===== src/rtl/hte_pkg.sv =====
// Package with the shared types and constants of the Huffman table encoder.
package hte_pkg;

   localparam int CODE_WIDTH = 16;
   localparam int LEN_BITS   = 5;
   localparam int BYTE_BITS  = 8;
   localparam int SYM_BITS   = 8;
   localparam int PEND_BITS  = BYTE_BITS - 1;
   localparam int CNT_BITS   = 3;

   typedef enum logic [1:0] {
      CMD_LOAD   = 2'd0,
      CMD_ENCODE = 2'd1,
      CMD_FLUSH  = 2'd2
   } cmd_type;

   typedef enum logic {
      STATUS_DATA   = 1'b0,
      STATUS_ABSENT = 1'b1
   } status_type;

   typedef struct packed {
      logic [CODE_WIDTH-1:0] code;
      logic [LEN_BITS-1:0]   length;
   } entry_type;

   typedef struct packed {
      logic [BYTE_BITS-1:0] out_byte;
      status_type           status;
      logic                 last;
   } result_type;

   typedef struct packed {
      logic [1:0] count;
      result_type first;
      result_type second;
   } push_type;

endpackage


===== src/rtl/hte_out_queue.sv =====
// Two-entry result queue that decouples the packer from the result channel.
module hte_out_queue (
   input  logic                 clock,
   input  logic                 reset,
   input  hte_pkg::push_type    push,
   input  logic                 pop,
   output logic                 out_valid,
   output hte_pkg::result_type  out_data,
   output logic                 room
);
   import hte_pkg::*;

   result_type entry_ff [2];
   logic       rd_ptr_ff, rd_ptr_in;
   logic       wr_ptr_ff, wr_ptr_in;
   logic [1:0] count_ff, count_in;

   assign out_valid = (count_ff != 2'd0);
   assign out_data  = entry_ff[rd_ptr_ff];
   // Room for a full pair of results, counting the one leaving this cycle.
   assign room      = (count_ff == 2'd0) || (count_ff == 2'd1 && pop);

   always_comb begin
      rd_ptr_in = rd_ptr_ff ^ pop;
      wr_ptr_in = wr_ptr_ff ^ push.count[0];
      count_in  = count_ff + push.count - {1'b0, pop};
   end

   always_ff @(posedge clock) begin
      if (push.count != 2'd0) begin
         entry_ff[wr_ptr_ff] <= push.first;
      end
      if (push.count == 2'd2) begin
         entry_ff[~wr_ptr_ff] <= push.second;
      end
   end

   always_ff @(posedge clock) begin
      if (reset) begin
         rd_ptr_ff <= 1'b0;
         wr_ptr_ff <= 1'b0;
         count_ff  <= 2'd0;
      end else begin
         rd_ptr_ff <= rd_ptr_in;
         wr_ptr_ff <= wr_ptr_in;
         count_ff  <= count_in;
      end
   end

endmodule


===== config.mk =====
export PLATFORM = sky130hd
export DESIGN_NAME = hte_out_queue
export DESIGN_NICKNAME = d
export VERILOG_FILES = /design/src/rtl/hte_pkg.sv /design/src/rtl/hte_out_queue.sv
export SDC_FILE = /design/constraint.sdc
export NUM_CORES = 1
export LEC_CHECK = 0
export ABC_CLOCK_PERIOD_IN_PS = 2300
export BUFFER_PORTS_ARGS = -buffer_cell sky130_fd_sc_hd__buf_4
export CORE_ASPECT_RATIO = 0.8
export CORE_MARGIN = 2
export CORE_UTILIZATION = 50
export CTS_CLUSTER_DIAMETER = 150
export CTS_CLUSTER_SIZE = 20
export DETAILED_ROUTE_END_ITERATION = 16
export HOLD_SLACK_MARGIN = 0.12
export PLACE_DENSITY = 0.86
export SLEW_MARGIN = 25
export SYNTH_ARGS = -nofsm -noshare
export SYNTH_HDL_FRONTEND = slang
export SYNTH_SLANG_ARGS = --single-unit

===== constraint.sdc =====
create_clock -name clock -period 2.3 [get_ports clock]
set_input_delay 0.46 -clock clock [delete_from_list [all_inputs] [get_ports clock]]
set_output_delay 0.46 -clock clock [all_outputs]
set_load 0.01 [all_outputs]

==> results.md <==
- Status: finished clean
- Largest net degree at the start of global routing: 14
- Leak: 0.000664 µW
- N_diodes: 0
- Synth Area per Inst: 15.8 µm²
- Max cap viols: 0
- Clock tree buffer depth: 2
- Hold Vio Cnt, Final: 0
- Core footprint: 2400 µm²
- DRT Pass-1 Iters: 4
- Final setup vio count: 0
- Initial DRC Count: 9
- Chip height: 48.5 µm
- Clk Latency, worst-skew pair: roughly 0.31 ns
- Layout fillers: ~190
- Yosys Warn Count: 0
- Final Cycle Share: 0.863
- Root Driver: clkbuf_4
- Relative slew margins: 0.651
- Global-route wire length before repair: 3680 µm
- Post-CTS setup buffer count: 0
- Clock skew: approximately 0.006 ns
- Yosys reg bits: 24
- Min Hold Slack: 0.322 ns
- CP startpoint kind: flip-flop
- CTS resizes: 0
- Area of placed instances: between 1500 and 2000 µm²
- IR drop worst, VDD: 0.419 mV
- Clock sink total: 24
- Final Critical Period: slightly below 2 ns
- Vias: about 730
- Slowest cell delay on critical path: between 0.6 and 0.7 ns
- CP required: 1.84 ns
- Post-synth EDFFs: 20
- Crit end category: output pin
- Fin util: 0.645
- Max Fclk: 0.504 GHz
- Vias per std cell: approximately 5
- H-Tree Depth: 1
- Instance count of the mapped netlist: ~80
- Design Area, Final: 1550 µm²
- Seq/Total Area, Yosys: 0.551
- CTS tree: yes
- Slew @ Worst Pin: 0.523 ns
- Prevailing post-synth register cell: edfxtp_1
- Total wire length: 2120 µm
- Post-route DRC: 0
- Arrival time worst endpoint: between 1.5 and 2 ns
- Synth cell types: 18
- Asr flop ratio synth: 0
- Initial Util: 0.515
- Clock-pin slew on the worst setup and hold paths: 0.12 ns
- Slew Viols, Final: 0
- GP Congestion: roughly 0.7
- Netlist Area Pre-Place: 1240 µm²
- Crit path kind: reg2out
- Worst-path fanout max: 11
- Die Span X: 59.6 µm
- # IOs: 37
- Post-DRT Antenna Nets: 0
- Most frequent cells after synthesis: edfxtp_1 (20), mux2_2 (20), mux2_4 (10), xnor2_1 (5), dfxtp_1 (4)
- CP Buf/Inv Count: 1
- Share of post-route cells with drive strength above 1: 0.629
- Syn nets: 105
- Dominant cells by area after synthesis: edfxtp_1 (49%), mux2_2 (18%), mux2_4 (12%), dfxtp_1 (6.5%), xnor2_1 (3.5%)
- Initial antenna violation count: 0
- # port buffers: 36
- Area Growth Syn to Fin: 25.4%
- CTS Buf Count: 3
- Critical Path Stages: 2
- Setup TNS: 0 ns
- Hold Crit Class: in2reg
- Remaining global-route overflow: 0
- Synth top area share: 0.486
- Final HPWL DP: between 1500 and 2000 µm
- RSZ-0062 raised after global routing: no
- Total track usage: 0.173
- Rows: 16
- CP max stage cell: dfxtp_1
- Worst path top cell family by delay: flip-flops
- WL/cell: 14.8 µm
- # hold bufs at CTS: 0
- Critical path cell sequence: mux2_2 > buf_4
- Synth area leader: edfxtp_1
- Worst R2R Path Depth: 2
- Min-Delay Path Depth: 2
- Count of nets after finishing: 144
- Vias in the first global route: 790
- Pwr/cell area: between 600 and 700 nW/µm²
- Die Footprint: 2890 µm²
[sequential cells by signal, summed over array words and instances, names as in the netlist]
signal	cells
rd_ptr_ff	1
count_ff	2
entry_ff	20
wr_ptr_ff	1
[metal layers]
layer,track usage,up-vias,share of wire
li1,-,362,-
met1,0.218,348,0.41
met2,0.284,20,0.53
met3,0.0668,3,0.062
met4,0.0333,0,0.0038
met5,0,-,0
[final timing paths]
| kind | slack (ns) | startpoint | to |
|---|---|---|---|
| worst max-delay path | 0.31 | rd_ptr_ff | out_data[3] |
| worst min-delay path | 0.32 | reset | wr_ptr_ff |
| worst max register to register | 0.77 | wr_ptr_ff | entry_ff[0][5] |
| worst min register to register | 0.65 | wr_ptr_ff | wr_ptr_ff |
[cell type report]
type                    instances  area (µm²)  share of cell area
multi-input cells              49         528               0.341
clock buffers                   3        22.5              0.0145
inverters                       3        11.3             0.00726
flip-flops and latches         24         681               0.439
clock inverters                 1        3.75             0.00242
repair buffers                 36         270               0.174
well taps                      27        33.8              0.0218
[where the power goes]
part,internal (µW),switching [µW],leakage [µW]
logic,159,106,0.000420
clock network,63.5,120,0.0000154
registers,523,25.6,0.000229
[logic make-up (layout without fill, tap and decap cells)]
family | after synthesis | in the layout | share of synthesized area
buffers and inverters | 5 | 43 | 0.0223
adder cells (fa/ha/maj) | 2 | 2 | 0.0202
flip-flops | 24 | 24 | 0.551
multiplexers | 30 | 30 | 0.304
AO/OA/AOI/OAI | 2 | 2 | 0.0101
XOR/XNOR | 5 | 5 | 0.0354
AND/OR/NAND/NOR | 10 | 10 | 0.0577
[layout by cell type, fill, tap and decap left out]
cell type / instances
a21oi_1: 1
buf_4: 36
clkbuf_4: 3
clkinv_1: 1
dfxtp_1: 4
edfxtp_1: 20
ha_1: 2
inv_1: 3
mux2_2: 20
mux2_4: 10
nand2_1: 2
nand2b_2: 1
nand3b_2: 1
nor2_1: 3
nor2_8: 1
nor2b_1: 1
o21a_1: 1
or2_2: 1
xnor2_1: 5
[stage by stage]
step,setup slack (ns),std cells,total power (µW)
3_3_place_gp,0.598,139,816
3_5_place_dp,0.584,139,827
2_1_floorplan,0.878,78,708
6_report,0.314,143,997
4_1_cts,0.289,143,1010
5_1_grt,0.219,143,1060
Power figures use the tool's default switching activity.
