==> src/rtl/hte_pkg.sv <==
// Package with the shared types and constants of the Huffman table encoder.
package hte_pkg;

   localparam int CODE_WIDTH = 16;
   localparam int LEN_BITS   = 5;
   localparam int BYTE_BITS  = 8;
   localparam int SYM_BITS   = 8;
   localparam int PEND_BITS  = BYTE_BITS - 1;
   localparam int CNT_BITS   = 3;

   typedef enum logic [1:0] {
      CMD_LOAD   = 2'd0,
      CMD_ENCODE = 2'd1,
      CMD_FLUSH  = 2'd2
   } cmd_type;

   typedef enum logic {
      STATUS_DATA   = 1'b0,
      STATUS_ABSENT = 1'b1
   } status_type;

   typedef struct packed {
      logic [CODE_WIDTH-1:0] code;
      logic [LEN_BITS-1:0]   length;
   } entry_type;

   typedef struct packed {
      logic [BYTE_BITS-1:0] out_byte;
      status_type           status;
      logic                 last;
   } result_type;

   typedef struct packed {
      logic [1:0] count;
      result_type first;
      result_type second;
   } push_type;

endpackage

==> src/rtl/hte_packer.sv <==
// Second stage: bit accumulator that packs looked-up codes into bytes.
module hte_packer (
   input  logic               clock,
   input  logic               reset,
   input  logic               issue,
   input  hte_pkg::cmd_type   issue_cmd,
   input  hte_pkg::entry_type entry,
   input  logic               q_room,
   output logic               stage_free,
   output hte_pkg::push_type  push
);
   import hte_pkg::*;

   localparam int ACC_BITS = PEND_BITS + CODE_WIDTH;

   logic                 s1_valid_ff, s1_valid_in;
   cmd_type              s1_cmd_ff, s1_cmd_in;
   logic [PEND_BITS-1:0] pend_bits_ff, pend_bits_in;
   logic [CNT_BITS-1:0]  pend_count_ff, pend_count_in;

   logic                 fire;
   logic [CODE_WIDTH:0]  code_mask;
   logic [ACC_BITS-1:0]  acc;
   logic [LEN_BITS-1:0]  total;
   logic [LEN_BITS-1:0]  rem;
   logic [BYTE_BITS-1:0] rem_mask;
   logic [1:0]           n_bytes;
   logic [BYTE_BITS-1:0] byte0, byte1;
   logic [3:0]           pad_shift;

   assign fire       = s1_valid_ff && q_room;
   assign stage_free = !s1_valid_ff || q_room;

   always_comb begin
      s1_valid_in = issue ? 1'b1 : (fire ? 1'b0 : s1_valid_ff);
      s1_cmd_in   = issue ? issue_cmd : s1_cmd_ff;
   end

   // Encode datapath: new code goes below the pending bits, whole bytes come off the top.
   always_comb begin
      code_mask = ((CODE_WIDTH + 1)'(1) << entry.length) - (CODE_WIDTH + 1)'(1);
      acc       = (ACC_BITS'(pend_bits_ff) << entry.length)
                | ACC_BITS'(entry.code & code_mask[CODE_WIDTH-1:0]);
      total     = LEN_BITS'(pend_count_ff) + entry.length;
      byte0     = BYTE_BITS'(acc >> (total - LEN_BITS'(BYTE_BITS)));
      byte1     = BYTE_BITS'(acc >> (total - LEN_BITS'(2 * BYTE_BITS)));
      if (total >= LEN_BITS'(2 * BYTE_BITS)) begin
         n_bytes = 2'd2;
         rem     = total - LEN_BITS'(2 * BYTE_BITS);
      end else if (total >= LEN_BITS'(BYTE_BITS)) begin
         n_bytes = 2'd1;
         rem     = total - LEN_BITS'(BYTE_BITS);
      end else begin
         n_bytes = 2'd0;
         rem     = total;
      end
      rem_mask  = (BYTE_BITS'(1) << rem[CNT_BITS-1:0]) - BYTE_BITS'(1);
      pad_shift = 4'(BYTE_BITS) - {1'b0, pend_count_ff};
   end

   always_comb begin
      push.count           = 2'd0;
      push.first.out_byte  = '0;
      push.first.status    = STATUS_DATA;
      push.first.last      = 1'b1;
      push.second.out_byte = byte1;
      push.second.status   = STATUS_DATA;
      push.second.last     = 1'b1;
      pend_bits_in         = pend_bits_ff;
      pend_count_in        = pend_count_ff;
      if (fire) begin
         unique case (s1_cmd_ff)
            CMD_ENCODE: begin
               if (entry.length == '0) begin
                  push.count        = 2'd1;
                  push.first.status = STATUS_ABSENT;
               end else begin
                  push.count          = n_bytes;
                  push.first.out_byte = byte0;
                  push.first.last     = (n_bytes == 2'd1);
                  pend_bits_in        = acc[PEND_BITS-1:0] & rem_mask[PEND_BITS-1:0];
                  pend_count_in       = rem[CNT_BITS-1:0];
               end
            end
            CMD_FLUSH: begin
               if (pend_count_ff != '0) begin
                  push.count          = 2'd1;
                  push.first.out_byte = BYTE_BITS'(BYTE_BITS'(pend_bits_ff) << pad_shift);
                  pend_bits_in        = '0;
                  pend_count_in       = '0;
               end
            end
            default: begin
               push.count = 2'd0;
            end
         endcase
      end
   end

   always_ff @(posedge clock) begin
      if (reset) begin
         s1_valid_ff   <= 1'b0;
         s1_cmd_ff     <= CMD_LOAD;
         pend_bits_ff  <= '0;
         pend_count_ff <= '0;
      end else begin
         s1_valid_ff   <= s1_valid_in;
         s1_cmd_ff     <= s1_cmd_in;
         pend_bits_ff  <= pend_bits_in;
         pend_count_ff <= pend_count_in;
      end
   end

`ifndef SYNTHESIS
   a_pend_hold: assert property (@(posedge clock) disable iff (reset)
      !fire |=> $stable(pend_count_ff) && $stable(pend_bits_ff))
      else $error("pending bits changed without a processed item");
   a_flush_clears: assert property (@(posedge clock) disable iff (reset)
      (fire && s1_cmd_ff == CMD_FLUSH) |=> (pend_count_ff == '0))
      else $error("flush left bits pending");
   a_two_only_encode: assert property (@(posedge clock) disable iff (reset)
      (push.count == 2'd2) |-> (s1_cmd_ff == CMD_ENCODE && push.first.last == 1'b0))
      else $error("two results from a non-encode item");
`endif

endmodule

==> config.mk <==
export PLATFORM = sky130hd
export DESIGN_NAME = hte_packer
export DESIGN_NICKNAME = d
export VERILOG_FILES = /design/src/rtl/hte_pkg.sv /design/src/rtl/hte_packer.sv
export SDC_FILE = /design/constraint.sdc
export NUM_CORES = 1
export LEC_CHECK = 0
export BUFFER_PORTS_ARGS = -buffer_cell sky130_fd_sc_hd__buf_2
export CAP_MARGIN = 20
export CORE_AREA = 5 5 94 96
export CTS_BUF_LIST = sky130_fd_sc_hd__clkbuf_16
export DETAILED_ROUTE_END_ITERATION = 12
export DIE_AREA = 0 0 99 101
export PLACE_DENSITY = 0.7
export SYNTH_ARGS = -nofsm -noshare
export SYNTH_HDL_FRONTEND = slang
export SYNTH_SLANG_ARGS = --single-unit
export TNS_END_PERCENT = 50
==> constraint.sdc <==
create_clock -name clock -period 4.5 [get_ports clock]
set_input_delay 0.45 -clock clock [delete_from_list [all_inputs] [get_ports clock]]
set_output_delay 0.45 -clock clock [all_outputs]
set_load 0.02 [all_outputs]
==> results of run 1 <==
[kinds of logic (layout without fill, tap and decap cells)]
family / after synthesis / in the layout / synth area share
AOI/OAI and AO/OA: 193 / 193 / 0.369
xor gates and xnor gates: 7 / 7 / 0.0159
adders and majority gates: 11 / 11 / 0.0376
buffers and inverters: 68 / 100 / 0.0752
DFF: 13 / 13 / 0.0675
muxes: 44 / 44 / 0.149
other: 2 / 2 / 0.00195
and+or+nand+nor: 214 / 214 / 0.283
[Yosys cell counts (7+ instances only)]
master and count:
nand2_1 51, nand2b_1 16, o22ai_1 14, nand3_1 14, a21oi_1 31, a22oi_1 8, dfxtp_1 13, inv_1 18
buf_2 10, nor3_1 24, mux2i_1 25, o21ai_0 18, mux4_2 9, a211oi_1 15, nor2_1 50, clkbuf_1 31
or3_1 7, nor2b_1 7, ha_1 10, o211ai_1 8, a31oi_1 7
[final cells by class]
cell class | instances | share of cell area
repair buffers | 77 | 0.106
multi-input cells | 471 | 0.768
flip-flops and latches | 13 | 0.0602
inverters | 19 | 0.0165
clock inverters | 1 | 0.00116
well taps | 105 | 0.0304
clock buffers | 3 | 0.0174
[worst register-to-register path, stage by stage, from the launching register on]
cell	delay, ns
dfxtp_1	0.57
ha_1	0.26
fa_1	0.44
buf_4	0.26
nor2_1	0.42
nand2_1	0.18
ha_1	0.28
xor2_1	0.16
nor3_1	0.15
a31oi_1	0.06
nor3_1	0.17
a22oi_1	0.09
nor2_1	0.10
[path summary, 6_finish.rpt]
check                         end              from  cells past startpoint
setup / recovery         push[14]          entry[1]                     14
hold / removal       s1_cmd_ff[0]      issue_cmd[0]                      3
setup reg to reg  pend_bits_ff[6]  pend_count_ff[0]                     12
hold reg to reg       s1_valid_ff       s1_valid_ff                      2
[layout by cell type (no fill, tap or decap), drive strengths merged, types with 6 or more instances in the layout]
master / instances
or3: 7
a22oi: 8
buf: 77
dfxtp: 13
inv: 18
nor2: 50
o211ai: 8
a21oi: 31
o32ai: 6
mux2i: 27
o21ai: 19
nand2b: 16
nor3: 24
nor4: 6
ha: 10
nand3: 14
a211oi: 16
o22ai: 14
mux4: 9
nor2b: 7
nand2: 51
a31oi: 7
mux2: 8
a21o: 6
[power breakdown]
group / internal, µW / switching (µW) / total [µW] / leakage [µW]
Combinational: 142 / 245 / 387 / 0.00148
Sequential: 118 / 3.84 / 122 / 0.000105
Clock: 118 / 50.1 / 168 / 0.0000409
Total: 378 / 299 / 677 / 0.00163
[flip-flops by register name, summed over array words and instances, names as in the netlist]
signal and flops:
s1_valid_ff 1, pend_bits_ff 7, s1_cmd_ff 2, pend_count_ff 3
[stage by stage]
stage	hold slack [ns]	total power [µW]	utilization	instance area, µm²	setup slack, ns
after CTS	0.462	666	0.543	4330	0.464
after global routing	0.483	714	0.543	4330	0.239
after floorplan	0.485	386	-	3860	0.562
after global placement	0.508	496	0.533	4250	0.534
final	0.456	677	0.543	4330	0.390
after detailed placement	0.527	498	0.533	4250	0.468
[per-layer routing]
layer	wire (µm)	up-vias	share of wire	GRT usage
li1	-	2217	-	-
met3	1750	57	0.11	0.0644
met5	0	-	0	0
met1	6220	2339	0.41	0.406
met2	6770	352	0.44	0.467
met4	583	0	0.038	0.0914
==> metrics.md, run 1 <==
| Metric | Value |
|---|---|
| Routability cong. | `1.05` |
| Crit-path max FO | `40` |
| Final setup fails | `0` |
| WL/cell | `22.2 µm` |
| Critical path's slowest cell | `mux4_2` |
| Core outline area | `7970 µm²` |
| CTS clk-pin slew, worst paths | `0.05 ns` |
| Average size of a mapped cell | `6.99 µm²` |
| Slew @ Worst Pin | `0.897 ns` |
| Latest clock arrival within the worst-skew pair | `0.24 ns` |
| Leakage | `0.00163 µW` |
| Crit path time final | `4.11 ns` |
| Routed via count | `4965` |
| Setup crit end kind | `primary output` |
| Max Fclk | `243 MHz` |
| Largest net degree at the start of global routing | `41` |
| Status | `finished, final reports clean` |
| Number of flops mapped to enable cells by yosys | `0` |
| Hold Fails Final Rpt | `0` |
| Synth top area cells | `dfxtp_1, mux2i_1, mux4_2` |
| Skew final | `0.00326 ns` |
| Initial antenna violation count | `0` |
| Die width | `99 µm` |
| Worst Path Required | `4.05 ns` |
| Finished Layout Cells | `689` |
| Multi-input gate area | `3320 µm²` |
| Syn Inst Count | `552` |
| Synth top area share | `0.0675` |
| Worst Path Buf+Inv | `4` |
| Pins over their slew limit | `0` |
| Vias in the first global route | `4390` |
| Post-synth ARST share | `0` |
| Routed vias/inst | `7.21` |
| Relative max-transition margin | `0.400` |
| Mapped Nets | `590` |
| Clk sinks | `13` |
| Cells after DPL | `685` |
| Internal reg-to-reg setup slack | `1.30 ns` |
| Post-Syn Area | `3860 µm²` |
| Share of cells above drive strength 1 | `0.185` |
| CTS tree | `built` |
| Die area | `10000 µm²` |
| Global-route wire length before repair | `24000 µm` |
| Dpl hpwl | `11900 µm` |
| Root buffer selected by CTS | `clkbuf_16` |
| YS warnings | `0` |
| Area added between synthesis and finish | `12.1%` |
| Initial Util | `0.484` |
| Ratio of total power to cell area | `157 nW/µm²` |
| Num CTS Buffers | `3` |
| Buffers on Ports | `47` |
| Synth Register Bits | `13` |
| Sequential fraction of the synthesis area | `0.0675` |
| Final ANT Viol Nets | `0` |
| GRT Overall Usage | `0.297` |
| Cell variety after synth | `84` |
| Total congestion overflow | `0` |
| Fillers | `738` |
| Final worst path period share | `0.913` |
| Worst min-delay path class | `in -> reg` |
| Maximum VDD drop | `0.000264 V` |
| Ant. Diodes | `0` |
| Dominant synthesized flop cell | `dfxtp_1` |
| RSZ-0062 raised after global routing | `false` |
| Total Nets Final | `623` |
| Critical path class | `in -> out` |
| Max cap viols | `0` |
| Post-CTS Setup Inserts | `0` |
| Post-Route WL | `15300 µm` |
| First-pass detailed-route iteration total | `6` |
| Sequential Area | `260 µm²` |
| Die height | `101 µm` |
| DR DRC count | `0` |
| # rows | `33` |
| Top Ports | `50` |
| Max incr delay on CP | `0.53 ns` |
| Clock Path Buffers | `2` |
| Post-synth top area cell | `dfxtp_1` |
| WP data arrival | `3.66 ns` |
| Crit path launch type | `input pin` |
| 1st-iter DRT viols | `537` |
| Worst-path cell chain | `buf_2 > buf_4 > nor2b_1 > nand2_1 > ha_1 > buf_4 > nor3_1 > o2111ai_1 > a21oi_1 > or3_1 > mux4_2 > or3_1 > o311a_1 > buf_2` |
| H-tree depth | `1` |
| Setup TNS | `0 ns` |
| Family with the most delay on the worst path | `simple AND/OR/NAND/NOR gates` |
| # hold bufs at CTS | `0` |
| Post_cts resized | `0` |
Power figures use the tool's default switching activity.
==> run 2, diff against run 1 <==
- CORE_AREA: 5 5 94 96 -> 5 5 111 113
- DIE_AREA: 0 0 99 101 -> 0 0 116 118
- PLACE_DENSITY: 0.7 -> not set
==> metrics.md, run 2 (synthesis gave the netlist of run 1 again) <==
| Metric | Value |
|---|---|
| Status | `finished, final reports clean` |
| R2r startpoint | `pend_count_ff[0]` |
| Leakage | `0.00165 µW (+0.92%)` |
| Post-Route WL | `15800 µm (+2.9%)` |
| Total congestion overflow | `0 (unchanged)` |
| Slew @ Worst Pin | `0.833 ns (-0.0632 ns)` |
| Largest Register | `pend_bits_ff` |
| Logic pwr share | `0.575 (+0.004)` |
| First-pass detailed-route iteration total | `5 (-1)` |
| Crit path launch type | `input pin` |
| Ant. Diodes | `0 (unchanged)` |
| Die height | `118 µm (+17%)` |
| CTS clk-pin slew, worst paths | `0.04 ns (about the same)` |
| # hold bufs at CTS | `0 (unchanged)` |
| Critical Path End | `push[14]` |
| Grt peak-use layer | `met2` |
| Initial antenna violation count | `0 (unchanged)` |
| Most common cell after layout, fill and taps aside | `nand2_1` |
| Highest-count cells in the layout ignoring fill and taps | `nand2_1, nor2_1, buf_2` |
| Cells after DPL | `726 (+6.0%)` |
| Max Fclk | `243 MHz (-0.12%)` |
| GRT met1 Usage | `0.319 (-0.0870)` |
| Routed via count | `4757 (-4.2%)` |
| DR DRC count | `0 (unchanged)` |
| Hold Fails Final Rpt | `0 (unchanged)` |
| Critical path class | `in -> out` |
| Vias in the first global route | `4615 (+5.1%)` |
| Multi-input gate area | `3320 µm² (unchanged)` |
| WL/cell | `21.6 µm (-2.8%)` |
| Share of cells above drive strength 1 | `0.189 (+0.00417)` |
| Final worst path period share | `0.915 (+0.00113)` |
| WP data arrival | `3.67 ns (about the same)` |
| GRT Overall Usage | `0.228 (-0.0694)` |
| 1st-iter DRT viols | `474 (-12%)` |
| CTS tree | `built` |
| Int Power | `380 µW (+0.49%)` |
| Worst Path Required | `4.05 ns (about the same)` |
| Initial Util | `0.344 (-0.140)` |
| Crit-path max FO | `9 (-78%)` |
| Clock Path Buffers | `2 (unchanged)` |
| Cells on worst reg2reg path | `12 (unchanged)` |
| Final worst slack | `0.385 ns (-0.00510 ns)` |
| Global-route wire length before repair | `25100 µm (+4.4%)` |
| Num CTS Buffers | `3 (unchanged)` |
| Worst slack at placement | `0.427 ns (-0.0406 ns)` |
| Post_cts resized | `0 (unchanged)` |
| Latest clock arrival within the worst-skew pair | `0.24 ns (about the same)` |
| Final ANT Viol Nets | `0 (unchanged)` |
| Area added between synthesis and finish | `13.9%` |
| Sw Share | `0.440 (-0.00120)` |
| Switching pwr | `299 µW (about the same)` |
| Core outline area | `11200 µm² (+41%)` |
| Max cap viols | `0 (unchanged)` |
| Maximum VDD drop | `0.000289 V (+9.7%)` |
| Power share of the clock group | `0.246 (-0.003)` |
| Buffers on Ports | `47 (unchanged)` |
| Sequential Area | `260 µm² (unchanged)` |
| RSZ-0062 raised after global routing | `false` |
| Met3 Track Usage GR | `0.0298 (-0.0345)` |
| Internal reg-to-reg setup slack | `1.33 ns (+0.03 ns)` |
| Setup crit end kind | `primary output` |
| Top Ports | `50 (unchanged)` |
| Sequential share of power | `0.179 (about the same)` |
| FF-to-FF End | `pend_bits_ff[6]` |
| Die width | `116 µm (+17%)` |
| Max reg flops | `7 (unchanged)` |
| Finished Layout Cells | `730 (+6.0%)` |
| Post-CTS Setup Inserts | `0 (unchanged)` |
| H-tree depth | `1 (unchanged)` |
| Skew final | `0.000736 ns (-0.00253 ns)` |
| Crit path time final | `4.12 ns (+0.00510 ns)` |
| Fillers | `1220 (+65%)` |
| Setup TNS | `0 ns (unchanged)` |
| Worst Setup SP | `entry[3]` |
| Relative max-transition margin | `0.442 (+0.0423)` |
| Total Nets Final | `626 (+0.48%)` |
| Root buffer selected by CTS | `clkbuf_16` |
| Final setup fails | `0 (unchanged)` |
| Grt met2 use | `0.350 (-0.117)` |
| Worst min-delay path class | `in -> reg` |
| Routed vias/inst | `6.52 (-9.6%)` |
| # rows | `39 (+18%)` |
| Clk sinks | `13 (unchanged)` |
| Largest net degree at the start of global routing | `41 (unchanged)` |
| Dpl hpwl | `12400 µm (+3.8%)` |
| Die area | `13700 µm² (+37%)` |
| Pins over their slew limit | `0 (unchanged)` |
| Ratio of total power to cell area | `155 nW/µm² (-1.3%)` |
| Biggest regs | `pend_bits_ff (7), pend_count_ff (3), s1_cmd_ff (2)` |
| Routability cong. | `0.980 (-6.6%)` |
==> run 2: cell count changes in the layout (fill, tap and decap cells not counted) <==
cell and change:
buf_4 +3
==> run 2: cell type report <==
class | count | area share
timing repair buffer | 80 | 0.110
tap | 143 | 0.0407
clock inverter | 1 | 0.00114
clock buffer | 3 | 0.0171
sequential | 13 | 0.0592
inverter | 19 | 0.0162
multi-input combinational | 471 | 0.756
==> run 2: power groups by stage <==
stage / registers, µW / logic [µW] / clock network [µW]
after floorplan: 122 / 264 / 0
after global placement: 123 / 382 / 0
after detailed placement: 124 / 381 / 0
after CTS: 122 / 383 / 170
after global routing: 122 / 421 / 174
final: 122 / 391 / 167
==> run 2: metrics by stage <==
| step | cell area (µm²) | hold WS (ns) | power (µW) | utilization |
|---|---|---|---|---|
| 2_1_floorplan | 3860 | 0.485 | 386 | - |
| 3_3_place_gp | 4320 | 0.510 | 505 | 0.385 |
| 3_5_place_dp | 4320 | 0.538 | 504 | 0.385 |
| 4_1_cts | 4400 | 0.448 | 674 | 0.392 |
| 5_1_grt | 4400 | 0.481 | 717 | 0.392 |
| 6_report | 4400 | 0.444 | 679 | 0.392 |
==> run 2: worst min path at each step <==
stage | to | from | cells after the start | slack (ns)
final | s1_cmd_ff[0] | issue_cmd[0] | 3 | 0.44
after floorplan | pend_count_ff[2] | pend_count_ff[2] | 2 | 0.48
after CTS | s1_cmd_ff[0] | issue_cmd[0] | 3 | 0.45
after global routing | s1_cmd_ff[1] | issue_cmd[1] | 3 | 0.48
after global placement | s1_cmd_ff[1] | s1_cmd_ff[1] | 2 | 0.51
after detailed placement | s1_cmd_ff[1] | s1_cmd_ff[1] | 2 | 0.54
==> run 2: per-layer routing <==
metal | routed length [µm] | vias to the layer above
li1 | - | 2217
met1 | 6750 | 2270
met2 | 7260 | 232
met3 | 1200 | 38
met4 | 563 | 0
met5 | 0 | -
==> run 2: critical path, stage by stage <==
cell and delay, ns:
buf_2 0.10, or2_1 0.35, nor3_1 0.30, inv_1 0.10, ha_1 0.28, and2_1 0.20
o2111ai_1 0.23, a21oi_1 0.11, or3_1 0.38, mux4_2 0.54, or3_1 0.33, o311a_1 0.12
buf_2 0.16
==> run 3, diff against run 2 <==
- ABC_AREA: not set -> 1
- CORE_AREA: 5 5 111 113 -> 5 5 104 106
- DIE_AREA: 0 0 116 118 -> 0 0 109 111
==> metrics.md, run 3 <==
| Metric | Value |
|---|---|
| Die height | `111 µm (-5.9%)` |
| Cells on worst reg2reg path | `14 (+2)` |
| Routability cong. | `0.927 (-5.4%)` |
| Synth Register Bits | `13 (unchanged)` |
| XOR/XNOR Fraction of Synth Area | `0.00530 (-0.0106)` |
| Sequential fraction of the synthesis area | `0.0788 (+0.0113)` |
| Final setup fails | `0 (unchanged)` |
| Cell variety after synth | `50 (-40%)` |
| YS warnings | `0 (unchanged)` |
| Maximum VDD drop | `0.000206 V (-29%)` |
| Synth top area cells | `nand3_1, nand2_1, dfxtp_1` |
| Logic pwr share | `0.553 (-0.022)` |
| Latest clock arrival within the worst-skew pair | `0.24 ns (about the same)` |
| Average size of a mapped cell | `5.54 µm² (-21%)` |
| Sequential share of power | `0.187 (+0.008)` |
| RSZ-0062 raised after global routing | `false` |
| CTS clk-pin slew, worst paths | `0.05 ns (about the same)` |
| Power share of the clock group | `0.260 (+0.014)` |
| Fillers | `1093 (-10%)` |
| Final worst path period share | `0.880 (-0.0341)` |
| Relative max-transition margin | `0.552 (+0.110)` |
| Root buffer selected by CTS | `clkbuf_16` |
| # rows | `36 (-7.7%)` |
| Crit-path max FO | `13 (+4)` |
| First-pass detailed-route iteration total | `6 (+1)` |
| Worst-path cell chain | `ha_1 > fa_1 > nand2_1 > a21oi_2 > xor2_1 > inv_2 > ha_1 > nand3_1 > a21oi_1 > nand2_1 > a21oi_2 > buf_2` |
| # hold bufs at CTS | `0 (unchanged)` |
| Sw Share | `0.468 (+0.0275)` |
| Routed vias/inst | `5.53 (-15%)` |
| Min-delay src | `issue_cmd[0]` |
| Syn Inst Count | `596 (+8.0%)` |
| H-tree depth | `1 (unchanged)` |
| Vias in the first global route | `3863 (-16%)` |
| Synth top area share | `0.267 (+0.199)` |
| Number of flops mapped to enable cells by yosys | `0 (unchanged)` |
| Post-Route WL | `11900 µm (-24%)` |
| Skew final | `0.00107 ns (+0.000331 ns)` |
| Largest family of logic cells by synthesized area | `simple AND/OR/NAND/NOR gates` |
| GRT Overall Usage | `0.196 (-0.0315)` |
| Worst Path Required | `4.05 ns (about the same)` |
| Int Power | `348 µW (-8.5%)` |
| Dominant synthesized flop cell | `dfxtp_1` |
| Max Fclk | `252 MHz (+3.9%)` |
| Worst Path Buf+Inv | `2 (-1)` |
| DR DRC count | `0 (unchanged)` |
| Total power | `654 µW (-3.7%)` |
| Dpl hpwl | `9790 µm (-21%)` |
| Post-Syn Area | `3300 µm² (-14%)` |
| Pins over their slew limit | `0 (unchanged)` |
| Cell with the most instances after synthesis | `nand3_1` |
| Post-synth top area cell | `nand3_1` |
| Initial antenna violation count | `0 (unchanged)` |
| Mapped Nets | `634 (+7.5%)` |
| Max incr delay on CP | `0.57 ns (+0.03 ns)` |
| Post-CTS Setup Inserts | `0 (unchanged)` |
| Post_cts resized | `0 (unchanged)` |
| Ant. Diodes | `0 (unchanged)` |
| FF-to-FF End | `pend_bits_ff[6]` |
| Post-Synth Simple-Gate Area | `0.593 (+0.309)` |
| Biggest regs | `pend_bits_ff (7), pend_count_ff (3), s1_cmd_ff (2)` |
| R2r startpoint | `pend_count_ff[0]` |
| Total Nets Final | `660 (+5.4%)` |
| Leakage | `0.00166 µW (+0.78%)` |
| Final ANT Viol Nets | `0 (unchanged)` |
| Area added between synthesis and finish | `10.7%` |
| Global-route wire length before repair | `19200 µm (-23%)` |
| Post-synth ARST share | `0 (unchanged)` |
| Family with the most delay on the worst path | `adder cells` |
| Num CTS Buffers | `3 (unchanged)` |
| Worst min-delay path class | `in -> reg` |
| Post-synthesis mux area share | `0.00606 (-0.143)` |
| Highest-count cells in the layout ignoring fill and taps | `nand3_1, nand2_1, buf_2` |
| Core outline area | `9680 µm² (-14%)` |
| WL/cell | `15.8 µm (-27%)` |
| Critical path's slowest cell | `dfxtp_1` |
| Slew @ Worst Pin | `0.671 ns (-0.162 ns)` |
| CTS tree | `built` |
| Post-route cell area | `3660 µm² (-17%)` |
| Buffers on Ports | `47 (unchanged)` |
| Total congestion overflow | `0 (unchanged)` |
| Largest net degree at the start of global routing | `27 (-34%)` |
| Ratio of total power to cell area | `179 nW/µm² (+16%)` |
| Status | `finished, final reports clean` |
| 1st-iter DRT viols | `361 (-24%)` |
| Crit path launch type | `flip-flop` |
| Initial Util | `0.341 (-0.00262)` |
| Share of cells above drive strength 1 | `0.169 (-0.0200)` |
| Max cap viols | `0 (unchanged)` |
| Internal reg-to-reg setup slack | `1.57 ns (+0.24 ns)` |
| Crit path time final | `3.96 ns (-0.153 ns)` |
| Hold Fails Final Rpt | `0 (unchanged)` |
| Max reg flops | `7 (unchanged)` |
| Clk sinks | `13 (unchanged)` |
| Synth Area in Compound Gates | `0.150 (-0.219)` |
| Critical path class | `reg -> out` |
| WHS Path Cells | `3 (unchanged)` |
| Setup crit end kind | `primary output` |
| Routed via count | `4166 (-12%)` |
| Clock Path Buffers | `2 (unchanged)` |
| Placed inst area | `3580 µm² (-17%)` |
| WHS Endpoint | `s1_cmd_ff[0]` |
| WP data arrival | `3.51 ns (-0.16 ns)` |
| Top Ports | `50 (unchanged)` |
| Setup TNS | `0 ns (unchanged)` |
| Die area | `12100 µm² (-12%)` |
| Adder-cell share of the synthesized area | `0.0439 (+0.00631)` |
| Switching pwr | `306 µW (+2.3%)` |
| Die width | `109 µm (-6.0%)` |
| Post-synth top cells | `nand3_1, nand2_1, inv_1` |
| Largest Register | `pend_bits_ff` |
| Most common cell after layout, fill and taps aside | `nand3_1` |
[run 3: cell count changes in the layout (fill, tap and decap cells not counted), sizes merged, moves of 10 or more]
cell | before | now
mux2i | 27 | 2
nand3 | 14 | 190
o22ai | 14 | 0
nand4 | 5 | 15
a211oi | 16 | 2
nor3 | 24 | 7
buf | 80 | 54
inv | 18 | 54
nand2 | 51 | 139
nand2b | 16 | 0
[run 3: power by group through the flow]
stage | registers, µW | clock network [µW] | logic (µW)
after global routing | 123 | 179 | 401
after detailed placement | 125 | 0 | 357
final | 123 | 170 | 362
after CTS | 122 | 173 | 358
after global placement | 125 | 0 | 355
after floorplan | 123 | 0 | 266
[run 3: cell type report]
| class | instances | area (µm²) | area share |
|---|---|---|---|
| repair buffers | 54 | 288 | 0.0787 |
| well taps | 133 | 166 | 0.0455 |
| multi-input cells | 493 | 2640 | 0.723 |
| clock inverters | 1 | 5.00 | 0.00137 |
| inverters | 57 | 219 | 0.0599 |
| clock buffers | 3 | 75.1 | 0.0205 |
| flip-flops and latches | 13 | 260 | 0.0712 |
[run 3: tightest hold or removal path: cells and delay by family]
family / cells / cell delay (ns)
AO/OA/AOI/OAI: 2 / 0.17
buffers and inverters: 1 / 0.07
[run 3: worst max path at each step]
stage | from | endpoint | slack, ns | depth (start not counted)
finish | pend_count_ff[0] | push[19] | 0.54 | 12
global route | pend_count_ff[0] | push[19] | 0.18 | 12
CTS | pend_count_ff[0] | push[19] | 0.56 | 12
detailed placement | entry[0] | push[19] | 0.69 | 13
global placement | entry[0] | push[19] | 0.77 | 13
floorplan | entry[0] | push[13] | 1.21 | 12
[run 3: through the flow]
step / util / cells / hold WS (ns) / setup slack, ns
2_1_floorplan: - / 596 / 0.451 / 1.21
3_5_place_dp: 0.369 / 750 / 0.485 / 0.692
5_1_grt: 0.378 / 754 / 0.526 / 0.180
6_report: 0.378 / 754 / 0.482 / 0.538
3_3_place_gp: 0.369 / 750 / 0.463 / 0.766
4_1_cts: 0.378 / 754 / 0.490 / 0.562
[run 3: metal layers]
layer  up-vias  share of wire  track usage
met4         0          0.023       0.0513
li1       2106              -            -
met3        20          0.052       0.0169
met5         -              0            0
met2       144           0.48        0.327
met1      1896           0.45        0.268
[run 3: kinds of logic after synthesis]
group                    Yosys count
AO/OA/AOI/OAI                     81
multiplexers                       2
flip-flops                        13
other                              2
buffers and inverters             90
AND/OR/NAND/NOR                  395
adder cells (fa/ha/maj)           11
XOR/XNOR                           2
